`src/design/gb_pkg.sv`:
```
// ---------------------------------------------------------------------------
// gb_pkg: shared types and constants for the 3x3 Gaussian blur
// Field widths, configuration register indexes, the column-sum type that
// moves along the window cells, and the control word of the result stage.
// ---------------------------------------------------------------------------
package gb_pkg;

	localparam int PIX_W      = 8;
	localparam int VSUM_W     = 10;   // p0 + 2*p1 + p2 <= 1020
	localparam int HSUM_W     = 12;   // full 3x3 weighted sum <= 4080
	localparam int OUT_COL_W  = 10;
	localparam int ROW_W      = 16;
	localparam int IMG_W_W    = 11;
	localparam int CFG_IDX_W  = 2;
	localparam int CFG_DATA_W = 16;
	localparam int WIN_COLS   = 3;
	localparam int N_RES      = 4;

	localparam int IMG_W_RESET = 1024;
	localparam int IMG_H_RESET = 1024;

	localparam logic [CFG_IDX_W-1:0] CFG_IMAGE_WIDTH  = 2'd0;
	localparam logic [CFG_IDX_W-1:0] CFG_IMAGE_HEIGHT = 2'd1;

	// result slots of one input, in raster order
	localparam int RES_UP_LEFT  = 0;  // (x-1, y-1)
	localparam int RES_UP_EDGE  = 1;  // (x,   y-1) at last column
	localparam int RES_CUR_LEFT = 2;  // (x-1, y)   in last row
	localparam int RES_CUR_EDGE = 3;  // (x,   y)   last row, last column

	typedef struct packed {
		logic [VSUM_W-1:0] full;  // rows two-above, above, current: 1-2-1
		logic [VSUM_W-1:0] bot;   // bottom edge: row above 1, mirrored current row 3
		logic [VSUM_W-1:0] solo;  // bottom edge on row 0: current row alone, 4
	} col_sum_t;

	typedef struct packed {
		logic [N_RES-1:0] mask;
		logic             x_is0;
		logic             x_is1;
	} emit_ctl_t;

	function automatic col_sum_t col_sums(input logic [PIX_W-1:0] p0,
	                                      input logic [PIX_W-1:0] p1,
	                                      input logic [PIX_W-1:0] p2);
		col_sum_t s;
		s.full = {2'b00, p0} + {1'b0, p1, 1'b0} + {2'b00, p2};
		s.bot  = {2'b00, p1} + {2'b00, p2} + {1'b0, p2, 1'b0};
		s.solo = {p2, 2'b00};
		return s;
	endfunction

endpackage

```
`src/design/gb_cell.sv`:
```
// ---------------------------------------------------------------------------
// gb_cell: one column of the 3x3 window
// Holds the vertical sums of one source column and passes them to the
// older neighbor whenever the window advances.
// ---------------------------------------------------------------------------
module gb_cell (
	input  logic             clk,
	input  logic             shift,
	input  gb_pkg::col_sum_t d,
	output gb_pkg::col_sum_t q
);
	import gb_pkg::*;

	col_sum_t col_q;

	always_ff @(posedge clk) begin
		if (shift) begin
			col_q <= d;
		end
	end

	assign q = col_q;

endmodule

```
`config.mk`:
```
export PLATFORM = sky130hd
export DESIGN_NAME = gb_cell
export DESIGN_NICKNAME = d
export VERILOG_FILES = /design/src/design/gb_pkg.sv /design/src/design/gb_cell.sv
export SDC_FILE = /design/constraint.sdc
export NUM_CORES = 1
export LEC_CHECK = 0
export CAP_MARGIN = 20
export CELL_PAD_IN_SITES_DETAIL_PLACEMENT = 0
export CELL_PAD_IN_SITES_GLOBAL_PLACEMENT = 1
export CORE_MARGIN = 3
export CORE_UTILIZATION = 49
export CTS_BUF_LIST = sky130_fd_sc_hd__clkbuf_4
export DETAILED_ROUTE_END_ITERATION = 6
export DONT_BUFFER_PORTS = 1
export PLACE_DENSITY_LB_ADDON = 0.1
export SETUP_SLACK_MARGIN = 0.05
export SLEW_MARGIN = 40
export SYNTH_ARGS = -nofsm -noshare
export SYNTH_HDL_FRONTEND = slang
export SYNTH_SLANG_ARGS = --single-unit
```
`constraint.sdc`:
```
create_clock -name clk -period 0.8 [get_ports clk]
set_input_delay 0.16 -clock clk [delete_from_list [all_inputs] [get_ports clk]]
set_output_delay 0.16 -clock clk [all_outputs]
set_load 0.01 [all_outputs]
```
# After elaboration in Yosys (flattened, before gate mapping)
# Index checks and enable logic that the tools add are counted.
# word_totals
register_bits	30
latch_bits	0
mem_bits_rw	0
mem_bits_ro	0
input_bits	32
out_inout_bits	30
elab_cells	3
mem_count	0
# op_classes
n_addsub	0
multipliers	0
div	0
order_cmp	0
n_eq_ne	0
shifts	0
muxes	0
n_bitwise	0
reduce_logical	0

# Depth between registers and ports, before layout
# logic_depth
depth_word	0
mapped_depth	0
ltp_nobuf	0

# Least setup slack after synthesis
# Ideal clock, no wire load.
# synth_path
path_kind	register to output
from	register col_q (netlist bit q[0])
to	output q[0] (netlist name)
arrival_ps	394
t_required_ps	640
setup_slack_ps	246
path_stages_with_launch	1
path_buffers	0
path_cell_list	edfxtp_1
# synth_lines
item	line	source
start: declaration	gb_cell.sv:14	col_sum_t col_q;
start signal: assignment	gb_cell.sv:18	col_q <= d;
end: declaration	gb_cell.sv:10	output gb_pkg::col_sum_t q
# No word-level cell between the ends.

# Final worst setup path
# layout_path
from	register col_q (netlist bit q[14])
to	output q[14] (netlist name)
# No word-level cell between the ends.

==> metrics.txt <==
# TYPE chip_impl_metric gauge
chip_impl_info{name="outcome",value="finished with violations"} 1
chip_impl_info{name="violations_in_the_final_reports",value="negative hold slack, negative setup slack"} 1
chip_impl_metric{name="average_instance_area_after_synthesis",unit="sq um"} 30.03
chip_impl_metric{name="power_switching_share",unit=""} 0.1931
chip_impl_metric{name="finalPower",unit="mW"} 2.830
chip_impl_metric{name="final_util",unit=""} 0.7943
chip_impl_metric{name="start_util",unit=""} 0.5590
chip_impl_metric{name="power_leakage",unit="nW"} 0.4466
chip_impl_metric{name="routed_wl",unit="um"} 1515
chip_impl_metric{name="place.gp.congestion",unit=""} 0.5631
chip_impl_info{name="synth.top_cells.by_area",value="sky130_fd_sc_hd__edfxtp_1 (100%)"} 1
chip_impl_metric{name="floorplan.rows",unit=""} 14
chip_impl_metric{name="placement.setup.worst_slack",unit="ns"} 0.2247
chip_impl_metric{name="cts_inserted_buffers",unit=""} 5
chip_impl_metric{name="die_w",unit="um"} 48.88
chip_impl_metric{name="power.net_switching",unit="uW"} 546.5
chip_impl_metric{name="hold_fix_buffers_at_cts",unit=""} 30
chip_impl_metric{name="fillers",unit=""} 91
chip_impl_metric{name="post_syn_area",unit="sq um"} 900.9
chip_impl_metric{name="num_vias",unit=""} 433
chip_impl_info{name="type_of_the_worst_setup_path",value="flop to output port"} 1
chip_impl_metric{name="ir_drop",unit="uV"} 1981
chip_impl_metric{name="grt_pass1_vias",unit=""} 430
chip_impl_metric{name="cell_internal_power_dissipation",unit="mW"} 2.284
chip_impl_metric{name="pin_count",unit=""} 62
chip_impl_metric{name="area_delta_synth_final",unit="%"} 42.08
chip_impl_metric{name="clock_power_share",unit=""} 0.258
chip_impl_metric{name="sink_count",unit=""} 30
chip_impl_metric{name="total_inserted_antenna_cells",unit=""} 0
chip_impl_metric{name="relSlewSlack",unit=""} 0.8995
chip_impl_metric{name="placement.io_buffers",unit=""} 0
chip_impl_metric{name="grt_antenna_before_repair",unit=""} 0
chip_impl_metric{name="core",unit="sq um"} 1612
chip_impl_metric{name="yosysSeqAreaShare",unit=""} 1.000
chip_impl_metric{name="pin_count_of_the_biggest_net_entering_global_routing",unit=""} 31
chip_impl_info{name="post-synth-top-area-cell",value="sky130_fd_sc_hd__edfxtp_1"} 1
chip_impl_metric{name="ff_latch_area",unit="sq um"} 900.9
chip_impl_metric{name="fin_crit",unit="ns"} 0.9024
chip_impl_info{name="grt_setup_unrepaired",value="yes"} 1
chip_impl_metric{name="number_of_setup_violations_in_the_final_report",unit=""} 30
chip_impl_info{name="critical_path.startpoint_type",value="flop"} 1
chip_impl_metric{name="setup_total_negative_slack",unit="ns"} -2.489
chip_impl_metric{name="share_of_the_synthesized_area_in_the_top_cell_type",unit=""} 1.000
chip_impl_metric{name="first_pass_grt_wire_length",unit="um"} 2166
chip_impl_metric{name="drtPass1Iterations",unit=""} 3
chip_impl_metric{name="yosys_warnings",unit=""} 0
chip_impl_metric{name="grt_use_total",unit=""} 0.1275
chip_impl_metric{name="post_cts_buffers",unit=""} 0
chip_impl_metric{name="gr-total-overflow",unit=""} 0
chip_impl_metric{name="seqPwrFrac",unit=""} 0.701
chip_impl_metric{name="maxClockFrequency",unit="MHz"} 1108
chip_impl_metric{name="report.final.hold_viol_count",unit=""} 30
chip_impl_metric{name="finalHoldWorstSlack",unit="ns"} -0.02665
chip_impl_metric{name="yosys_register_bits",unit=""} 30
chip_impl_info{name="layout_common_cells",value="sky130_fd_sc_hd__dlygate4sd3_1 (30), sky130_fd_sc_hd__edfxtp_1 (30), sky130_fd_sc_hd__clkbuf_4 (5)"} 1
chip_impl_metric{name="p_comb_frac",unit=""} 0.041
chip_impl_metric{name="fraction_of_layout_cells_with_a_size_suffix_above_1",unit=""} 0.07353
chip_impl_info{name="cts.root.buffer_cell",value="sky130_fd_sc_hd__clkbuf_4"} 1
chip_impl_metric{name="routedWlPerCell",unit="um"} 16.47
chip_impl_metric{name="die_h",unit="um"} 48.88
chip_impl_metric{name="cts_buffer_depth",unit=""} 2
chip_impl_metric{name="route.detailed.drc",unit=""} 0
chip_impl_metric{name="fp.dieArea",unit="sq um"} 2389
chip_impl_metric{name="critical_path.max_fanout",unit=""} 1
chip_impl_metric{name="worst_slack",unit="ns"} -0.1024
chip_impl_metric{name="drt_first_iter_violations",unit=""} 6
chip_impl_metric{name="worst-endpoint-arrival",unit="ns"} 0.74
chip_impl_metric{name="max-cap-violations",unit=""} 0
chip_impl_metric{name="layout.nets",unit=""} 99
chip_impl_metric{name="power.density",unit="nW/um^2"} 2211
chip_impl_info{name="timing.hold.worst.class",value="input pin to flop"} 1
chip_impl_metric{name="slew_violations",unit=""} 0
chip_impl_metric{name="clkTransAtPathRegs",unit="ns"} 0.08
chip_impl_info{name="cts_tree",value="yes"} 1
chip_impl_metric{name="nMultiInputCombCells",unit=""} 0
chip_impl_metric{name="cts_h_tree_lvls",unit=""} 2
chip_impl_metric{name="detail_route.vias_per_cell",unit=""} 4.707
chip_impl_metric{name="netlist_instances",unit=""} 30
chip_impl_metric{name="count_of_different_cell_masters_after_synthesis",unit=""} 1
chip_impl_metric{name="syn_nets",unit=""} 62
chip_impl_metric{name="largest_register_ff_count",unit=""} 30
chip_impl_metric{name="antenna_left",unit=""} 0
chip_impl_info{name="worstSetupEndpointType",value="output port"} 1
chip_impl_metric{name="fin_crit_sh",unit=""} 1.128
chip_impl_metric{name="slew_of_the_pin_with_the_lowest_slew_margin",unit="ns"} 0.1510
chip_impl_metric{name="crit_required",unit="ns"} 0.64
chip_impl_metric{name="area_of_combinational_cells_with_multiple_inputs",unit="sq um"} 0
synthesized netlist by cell type:
master                      n
sky130_fd_sc_hd__edfxtp_1  30
power groups by stage:
stage	Clock, mW	Sequential, mW	Combinational, mW
floorplan	0	2.00	0
global placement	0	2.02	0
detailed placement	0	2.02	0
CTS	0.769	1.99	0.115
global route	0.836	1.99	0.127
finish	0.729	1.98	0.117
final cells by class:
| cell class | count | area share |
|---|---|---|
| clock buffer | 5 | 0.02933 |
| timing repair buffer | 30 | 0.2346 |
| tap | 24 | 0.02346 |
| clock inverter | 3 | 0.008798 |
| sequential | 30 | 0.7038 |
layer usage:
layer  global-route usage  routed length [um]  up-vias
met2               0.2376                 876       37
met3              0.06728                 141        2
li1                     -                   -      195
met4              0.04265                   8        0
met5                    0                   0        -
met1               0.1155                 490      199
kinds of logic (layout without fill, tap and decap cells):
group	Yosys count	count (layout)	synth area share
buffers and inverters	0	38	0
flip-flops	30	30	1.000
final timing paths:
check             endpoint  depth (start not counted)  startpoint
setup / recovery     q[14]                          0       q[14]
hold / removal       q[27]                          0       shift
through the flow:
step           area (sq um)  hold WS (ns)  std cells
5_1_grt                1280      -0.05941         92
4_1_cts                1280      -0.04915         92
3_3_place_gp          930.9        0.2589         54
3_5_place_dp          930.9        0.2589         54
6_report               1280      -0.02665         92
2_1_floorplan         900.9        0.2589         30
repair_timing:
action / in CTS / in global routing
setup endpoints to repair: 30 / 30
gates cloned: 0 / 0
resized for setup: 0 / 0
endpoints found under the hold margin: 60 / 30
pin swaps: 0 / 0
(Power assumes the default switching activity.)
