[src/design/gb_pkg.sv]
// ---------------------------------------------------------------------------
// gb_pkg: shared types and constants for the 3x3 Gaussian blur
// Field widths, configuration register indexes, the column-sum type that
// moves along the window cells, and the control word of the result stage.
// ---------------------------------------------------------------------------
package gb_pkg;

	localparam int PIX_W      = 8;
	localparam int VSUM_W     = 10;   // p0 + 2*p1 + p2 <= 1020
	localparam int HSUM_W     = 12;   // full 3x3 weighted sum <= 4080
	localparam int OUT_COL_W  = 10;
	localparam int ROW_W      = 16;
	localparam int IMG_W_W    = 11;
	localparam int CFG_IDX_W  = 2;
	localparam int CFG_DATA_W = 16;
	localparam int WIN_COLS   = 3;
	localparam int N_RES      = 4;

	localparam int IMG_W_RESET = 1024;
	localparam int IMG_H_RESET = 1024;

	localparam logic [CFG_IDX_W-1:0] CFG_IMAGE_WIDTH  = 2'd0;
	localparam logic [CFG_IDX_W-1:0] CFG_IMAGE_HEIGHT = 2'd1;

	// result slots of one input, in raster order
	localparam int RES_UP_LEFT  = 0;  // (x-1, y-1)
	localparam int RES_UP_EDGE  = 1;  // (x,   y-1) at last column
	localparam int RES_CUR_LEFT = 2;  // (x-1, y)   in last row
	localparam int RES_CUR_EDGE = 3;  // (x,   y)   last row, last column

	typedef struct packed {
		logic [VSUM_W-1:0] full;  // rows two-above, above, current: 1-2-1
		logic [VSUM_W-1:0] bot;   // bottom edge: row above 1, mirrored current row 3
		logic [VSUM_W-1:0] solo;  // bottom edge on row 0: current row alone, 4
	} col_sum_t;

	typedef struct packed {
		logic [N_RES-1:0] mask;
		logic             x_is0;
		logic             x_is1;
	} emit_ctl_t;

	function automatic col_sum_t col_sums(input logic [PIX_W-1:0] p0,
	                                      input logic [PIX_W-1:0] p1,
	                                      input logic [PIX_W-1:0] p2);
		col_sum_t s;
		s.full = {2'b00, p0} + {1'b0, p1, 1'b0} + {2'b00, p2};
		s.bot  = {2'b00, p1} + {2'b00, p2} + {1'b0, p2, 1'b0};
		s.solo = {p2, 2'b00};
		return s;
	endfunction

endpackage

[src/design/gb_emit.sv]
// ---------------------------------------------------------------------------
// gb_emit: result sequencer and output register
// Takes the pending result slots of one input, forms one horizontal 1-2-1
// sum per cycle from the window cells unless a stalled result is held, and
// drives the output channel.
module gb_emit #(
	parameter int CW = 10
) (
	input  logic                          clk,
	input  logic                          arst_n,
	input  logic                          load,
	input  gb_pkg::emit_ctl_t             ctl_in,
	input  logic [CW-1:0]                 x_in,
	input  logic [gb_pkg::ROW_W-1:0]      y_in,
	input  gb_pkg::col_sum_t              win_left,
	input  gb_pkg::col_sum_t              win_mid,
	input  gb_pkg::col_sum_t              win_right,
	output logic                          ready,
	output logic                          out_valid,
	input  logic                          out_stall,
	output logic [gb_pkg::PIX_W-1:0]      pixel_out,
	output logic [gb_pkg::OUT_COL_W-1:0]  out_col,
	output logic [gb_pkg::ROW_W-1:0]      out_row,
	output logic                          frame_last
);
	import gb_pkg::*;

	logic [N_RES-1:0]  mask_q;
	logic              x_is0_q;
	logic              x_is1_q;
	logic [CW-1:0]     x_q;
	logic [ROW_W-1:0]  y_q;
	logic              out_valid_q;

	logic [N_RES-1:0]  sel;
	logic [N_RES-1:0]  mask_nxt;
	logic              fire;
	logic              use_full;
	logic              use_above;
	logic              at_edge;
	logic [VSUM_W-1:0] vl;
	logic [VSUM_W-1:0] vm;
	logic [VSUM_W-1:0] vr;
	logic [VSUM_W-1:0] va;
	logic [VSUM_W-1:0] vb;
	logic [VSUM_W-1:0] vc;
	logic [HSUM_W-1:0] hsum;
	logic [CW-1:0]     col;
	logic [ROW_W-1:0]  row;

	always_comb begin
		sel      = mask_q & (~mask_q + 1'b1);
		mask_nxt = mask_q & ~sel;
		fire     = (mask_q != '0) && (!out_valid_q || !out_stall);
		ready    = (mask_q == '0) || (fire && (mask_nxt == '0));
		use_full = sel[RES_UP_LEFT] | sel[RES_UP_EDGE];
		at_edge  = sel[RES_UP_EDGE] | sel[RES_CUR_EDGE];

		// bottom row: row above plus mirrored current row, current row alone on row 0
		use_above = (y_q != '0);
		vl = use_full ? win_left.full  : (use_above ? win_left.bot  : win_left.solo);
		vm = use_full ? win_mid.full   : (use_above ? win_mid.bot   : win_mid.solo);
		vr = use_full ? win_right.full : (use_above ? win_right.bot : win_right.solo);

		// left neighbor mirrors at column 0, right neighbor at the last column
		if (at_edge) begin
			va = x_is0_q ? vr : vm;
			vb = vr;
		end else begin
			va = x_is1_q ? vm : vl;
			vb = vm;
		end
		vc = vr;

		hsum = {2'b00, va} + {1'b0, vb, 1'b0} + {2'b00, vc};
		col  = at_edge ? x_q : x_q - 1'b1;
		row  = use_full ? y_q - 1'b1 : y_q;
	end

	always_ff @(posedge clk or negedge arst_n) begin
		if (!arst_n) begin
			mask_q      <= '0;
			out_valid_q <= 1'b0;
		end else begin
			if (load) begin
				mask_q <= ctl_in.mask;
			end else if (fire) begin
				mask_q <= mask_nxt;
			end
			if (fire) begin
				out_valid_q <= 1'b1;
			end else if (!out_stall) begin
				out_valid_q <= 1'b0;
			end
		end
	end

	always_ff @(posedge clk) begin
		if (load) begin
			x_is0_q <= ctl_in.x_is0;
			x_is1_q <= ctl_in.x_is1;
			x_q     <= x_in;
			y_q     <= y_in;
		end
		if (fire) begin
			pixel_out  <= hsum[HSUM_W-1:HSUM_W-PIX_W];
			out_col    <= OUT_COL_W'(col);
			out_row    <= row;
			frame_last <= sel[RES_CUR_EDGE];
		end
	end

	assign out_valid = out_valid_q;

endmodule

[config.mk]
export PLATFORM = sky130hd
export DESIGN_NAME = gb_emit
export DESIGN_NICKNAME = d
export VERILOG_FILES = /design/src/design/gb_pkg.sv /design/src/design/gb_emit.sv
export SDC_FILE = /design/constraint.sdc
export NUM_CORES = 1
export LEC_CHECK = 0
export BUFFER_PORTS_ARGS = -buffer_cell sky130_fd_sc_hd__buf_2
export CORE_MARGIN = 4
export CORE_UTILIZATION = 45
export DETAILED_ROUTE_END_ITERATION = 16
export PLACE_DENSITY_LB_ADDON = 0.25
export SLEW_MARGIN = 15
export SYNTH_ARGS = -nofsm -noshare
export SYNTH_HDL_FRONTEND = slang
export SYNTH_SLANG_ARGS = --single-unit
[constraint.sdc]
create_clock -name clk -period 4.1 [get_ports clk]
set_clock_uncertainty 0.2 [all_clocks]
set_input_delay 0 -clock clk [delete_from_list [all_inputs] [get_ports clk]]
set_output_delay 0 -clock clk [all_outputs]
set_load 0.02 [all_outputs]
# Word-level counts from Yosys, hierarchy flattened
# Cells that the tools add are included.
# W data, S select, Z words.
totals:
  elab_cells: 49
  reg_bits: 68
  inputBits: 126
classes:
  mux: 16
  n_reduce_logical: 11
  bitwise_logic: 6
  n_eq_ne: 1
  addsub: 5
op_table:
  columns: ["cell", "n"]
  rows:
  - ["$mux W10", 11]
  - ["$mux W16", 1]
  - ["$reduce_bool A16 Y1", 1]
  - ["$sub A16 B1 Y16 const B", 1]
  - ["$add A10 B11 Y12", 1]
  - ["$add A12 B10 Y12", 1]
  - ["$sub A10 B1 Y10 const B", 1]
  - ["$and A4 B4 Y4", 2]
  - ["$logic_not A4 Y1", 2]
  - ["$mux W4", 2]
  - ["$not A4 Y4", 2]
  - ["$add A4 B1 Y4 const B", 1]
  - ["$reduce_bool A4 Y1", 1]
  - ["$logic_and A1 B1 Y1", 2]
  - ["$logic_not A1 Y1", 2]
  - ["$logic_or A1 B1 Y1", 2]
  - ["$mux W1", 2]
  - ["$ne A2 B1 Y1 const B", 1]
  - ["$or A1 B1 Y1", 2]
  - ["$reduce_bool A2 Y1", 1]

# Logic depth before layout (Yosys ltp)
logic_depth:
  word_depth: 9
  depth_mapped: 20
  depth_no_buf: 19

# Least setup slack after synthesis
# OpenSTA, ideal clock, no wires.
synth_path:
  path_type: "reg-to-reg"
  from: "register y_q[0]"
  to: "register pixel_out[6] (netlist name), data pin"
  path_buffers: 2
  setup_ps: 264
  setup_slack_ps: -307
  arrival_ps: 3943
  path_stages_with_launch: 20
  required_ps: 3636
  cell_sequence: "edfxtp_1 -> inv_1 -> ha_1 -> nor4b_4 -> nand4_2 -> buf_2 -> buf_2 -> mux2i_1 -> nor2_1 -> a21oi_1 -> o221ai_1 -> fa_1 -> ha_1 -> inv_1 -> a2111oi_0 -> o211ai_1 -> o31ai_4 -> nand3_2 -> a31oi_2 -> xor2_1"
synth_between:
  elab_chain_cells: 7
synth_lines:
  columns: ["element", "line", "rtl"]
  rows:
  - ["start: declaration", "gb_emit.sv:32", "logic [ROW_W-1:0] y_q;"]
  - ["start signal: assignment", "gb_emit.sv:103", "y_q <= y_in;"]
  - ["$reduce_bool A16 Y1 *", "gb_emit.sv:60", "use_above = (y_q != '0);"]
  - ["$mux W10 (on tied branches) (2 in series)", "gb_emit.sv:61, gb_emit.sv:62, gb_emit.sv:63", null]
  - ["$mux W10 (on tied branches)", "gb_emit.sv:70, gb_emit.sv:67", null]
  - ["$mux W10", "gb_emit.sv:66", "if (at_edge) begin"]
  - ["$add A10 B11 Y12", "gb_emit.sv:75", "hsum = {2'b00, va} + {1'b0, vb, 1'b0} + {2'b00, vc};"]
  - ["$add A12 B10 Y12 *", "gb_emit.sv:75", null]
  - ["via hsum[10]", "gb_emit.sv:47", "logic [HSUM_W-1:0] hsum;"]
  - ["end signal: assignment", "gb_emit.sv:106", "pixel_out <= hsum[HSUM_W-1:HSUM_W-PIX_W];"]
  - ["end: declaration", "gb_emit.sv:21", "output logic [gb_pkg::PIX_W-1:0] pixel_out,"]
# Mark *: on every way through the listed nets, which the timed path passes. The rest lies on a longest branch.
# A chain may end at the register's enable or synchronous reset.

# Worst setup path after layout
layout_path:
  from: "register y_q[1]"
  to: "register pixel_out[6] (netlist name), data pin"
# The elaborated chain is that of the path after synthesis.

==> results.cfg <==
[detailed_routing]
routed-via-count = 3727
drtIter0Drc = 157
first_pass_iters = 4
drc = 0
antenna_left = 0
via_per_inst = 5.078
routed_wl_microns = 11460
wl_per_cell_microns = 15.62

[global_route]
use_met3 = 0.05214
grt_pass1_vias = 3732
antenna_found_initial = 2
grtUsageMet1 = 0.2468
met2_usage = 0.3524
grt_overflow_total = 0
grt_max_degree = 37
grt.busiest_layer = met2
grt_usage = 0.2003
grt_pass1_wl_microns = 17610

[sta]
fin_crit_sh = 1.031
max_freq_mhz = 236.5
drv_slew = 0
slew-limit-headroom = 0.3298
setup_violations = 6
worst_slew_pin_slew_ns = 1.003
hold_ws_ns = 0.03131
fin_ws_ns = -0.1277
hold_viol = 0
rsz0062_at_grt = yes
period_minus_slack_ns = 4.228

[clock_network]
cts_tree = done
clkSlewWorstSetupHoldPaths_ns = 0.08
htreeDepth = 3
clock_sinks = 68
insertion_delay_ns = 0.34
cts_root_buf = clkbuf_8
numCtsBuffers = 9
clk_path_buf_depth = 2

[critical_path]
crit_buf_inv = 3
required_ns = 3.98
reg2regPathDepth = 18
crit_family = compound AO/OA/AOI/OAI gates
r2r-end = pixel_out[6]
startpoint = y_q[1]
r2r_slack_ns = -0.13
crit_top_cell = inv_2
crit_end = pixel_out[6]
crit_cells = 18
critical_path.endpoint_type = flip-flop
slowest_delay_ns = 0.48
start_kind = flip-flop
crit_type = reg -> reg
worst_ep_arrival_time_ns = 4.11
path_cells = inv_2 -> ha_4 -> nor4b_4 -> nand4_4 -> buf_12 -> mux2i_1 -> nor2_1 -> a21oi_2 -> o221ai_2 -> fa_1 -> ha_1 -> inv_2 -> a2111oi_4 -> o211ai_1 -> o31ai_4 -> nand3_2 -> a31oi_4 -> xor2_1
critPathMaxFanout = 5
reg2reg_from = y_q[1]
worst_path_max_delay_cell = fa_1

[finish]
multi_input_area_sq_mm = 0.002188
final_nets = 767
seq_area_sq_mm = 0.002017
drive_gt1_frac = 0.4240
fin_util = 0.7111
area_growth_pct = 51.06
final_cells = 734
stdcell_area_sq_mm = 0.006322
fillers = 652

[power]
p_comb_frac = 0.402
irDropWorstVdd_v = 0.0002363
leakagePower_nw = 2.930
finalPower_mw = 2.796
netSwitchingFraction = 0.3234
power.density_mw_per_mm2 = 442.3
seqPwrFrac = 0.341
p_clk_frac = 0.257
switchingPower_mw = 0.9042
p_int_mw = 1.892

[outcome]
outcome = finished, violations left
violations = negative setup slack

[die]
die_w_microns = 104.4
ioPinCount = 163
initial_core_util = 0.4707
die-area_sq_mm = 0.01091
rows = 34
core_sq_mm = 0.008891
dieHeight_microns = 104.4

[synthesis]
ys_async_sr_fraction = 0.07353
yosysTopAreaCellShare = 0.4520
synth.area.top_cells = edfxtp_1 45%, mux2i_1 8.4%, fa_1 4.3%
yosys_most_used_dff = edfxtp_1
synth.ff_latch_count = 68
synthCells = 380
ys_warn_count = 0
syn-num-nets = 526
synth_area_sq_mm = 0.004185
synth_top_area_cell = edfxtp_1
avgSynthCellArea_sq_um = 11.01
synth-edff-count = 63
yosysSeqAreaShare = 0.4819
yosysUniqueCellTypes = 50

[placed_design]
gp_congestion = 0.8970
port_buffers = 162
dp_hpwl_microns = 8607
placement.cell_area_sq_mm = 0.005431
dp.cells = 675

[worst_hold_path]
hold_class = in -> reg

[job]
cap_violations = 0
## routing by layer
| metal | part of all wire | wire length [microns] |
|---|---|---|
| met4 | 0.0099 | 113 |
| met5 | 0.0011 | 13 |
| met1 | 0.40 | 4589 |
| met2 | 0.52 | 5949 |
| met3 | 0.070 | 797 |
## worst min path at each step
| stage | startpoint | end | slack, ns | cells after the start |
|---|---|---|---|---|
| floorplan | arst_n | mask_q[0] | -0.50 | 0 |
| global placement | arst_n | mask_q[0] | -0.38 | 1 |
| detailed placement | arst_n | out_valid | -0.38 | 1 |
| CTS | out_stall | out_valid | 0.001 | 3 |
| global route | out_stall | out_valid | 0.04 | 3 |
| finish | out_stall | out_valid | 0.03 | 3 |
## sequential cells by signal, indices dropped and copies added, names as in the netlist
name,cells
frame_last,1
y_q,16
out_col,10
x_is0_q,1
out_row,16
out_valid,1
x_q,10
mask_q,4
x_is1_q,1
pixel_out,8
## worst min-delay path, cell delays in order
cell and delay, ns:
buf_2 0.09, and2_1 0.24, nand2b_1 0.19
## power groups by stage
stage,logic (mW),registers [mW],clock network (mW)
after global placement,0.938,0.963,0
final,1.12,0.952,0.720
after global routing,1.23,0.967,0.759
after CTS,1.03,0.951,0.734
after floorplan,0.527,1.06,0
after detailed placement,0.966,0.965,0
## Yosys cell counts, types with 5 or more instances
| library cell | count |
|---|---|
| a21oi_1 | 16 |
| a2111oi_0 | 7 |
| nor2_1 | 35 |
| fa_1 | 9 |
| dfrtp_1 | 5 |
| xnor2_1 | 17 |
| o21ai_1 | 11 |
| nand2b_1 | 6 |
| clkbuf_1 | 10 |
| nor3_1 | 12 |
| mux2i_1 | 35 |
| edfxtp_1 | 63 |
| a221oi_1 | 5 |
| inv_1 | 29 |
| ha_1 | 11 |
| nand2_1 | 29 |
| buf_2 | 5 |
| xor2_1 | 14 |
| o21ai_0 | 13 |
## layout by cell type (no fill, tap or decap), drive strengths merged, types with 3 or more instances in the layout
| cell type | n |
|---|---|
| nand2 | 29 |
| nor4b | 3 |
| o211ai | 3 |
| mux2i | 35 |
| a31oi | 4 |
| or4 | 3 |
| a2111oi | 7 |
| a21oi | 16 |
| dlygate4sd3 | 35 |
| xnor2 | 17 |
| fa | 9 |
| ha | 11 |
| edfxtp | 63 |
| dfrtp | 5 |
| nand3 | 3 |
| nor2 | 36 |
| a21o | 3 |
| clkbuf | 11 |
| inv | 29 |
| nand2b | 6 |
| a221oi | 5 |
| nor3 | 12 |
| bufinv | 4 |
| or3 | 3 |
| nor4 | 3 |
| o21ai | 24 |
| xor2 | 14 |
| buf | 210 |
## cell families after synthesis
family / synth area share
buffers and inverters: 0.04275
AO/OA/AOI/OAI: 0.1184
adder cells (fa/ha/maj): 0.07832
flip-flops: 0.4819
multiplexers: 0.08371
XOR/XNOR: 0.06487
AND/OR/NAND/NOR: 0.1300
## through the flow
step | setup WS (ns) | TNS, ns
floorplan | 0.006823 | 0
global placement | -0.02376 | -0.03250
detailed placement | -0.1903 | -0.7534
CTS | -0.1068 | -0.3349
global route | -0.3261 | -1.775
finish | -0.1277 | -0.5997
## cell type report
class / instances / share of cell area
multi-input cells: 266 / 0.3461
flip-flops and latches: 68 / 0.3190
repair buffers: 247 / 0.2545
clock inverters: 6 / 0.02177
well taps: 108 / 0.02137
clock buffers: 9 / 0.01959
inverters: 29 / 0.01722
diodes: 1 / 0.0003958
## repair_timing
item,in CTS,in global routing
gates cloned,0,2
buffers inserted,1,5
hold buffers,35,0
setup endpoints to repair,5,8
endpoints found under the hold margin,37,0
pin swaps,4,11
resized for setup,13,25
Power figures use the tool's default switching activity.
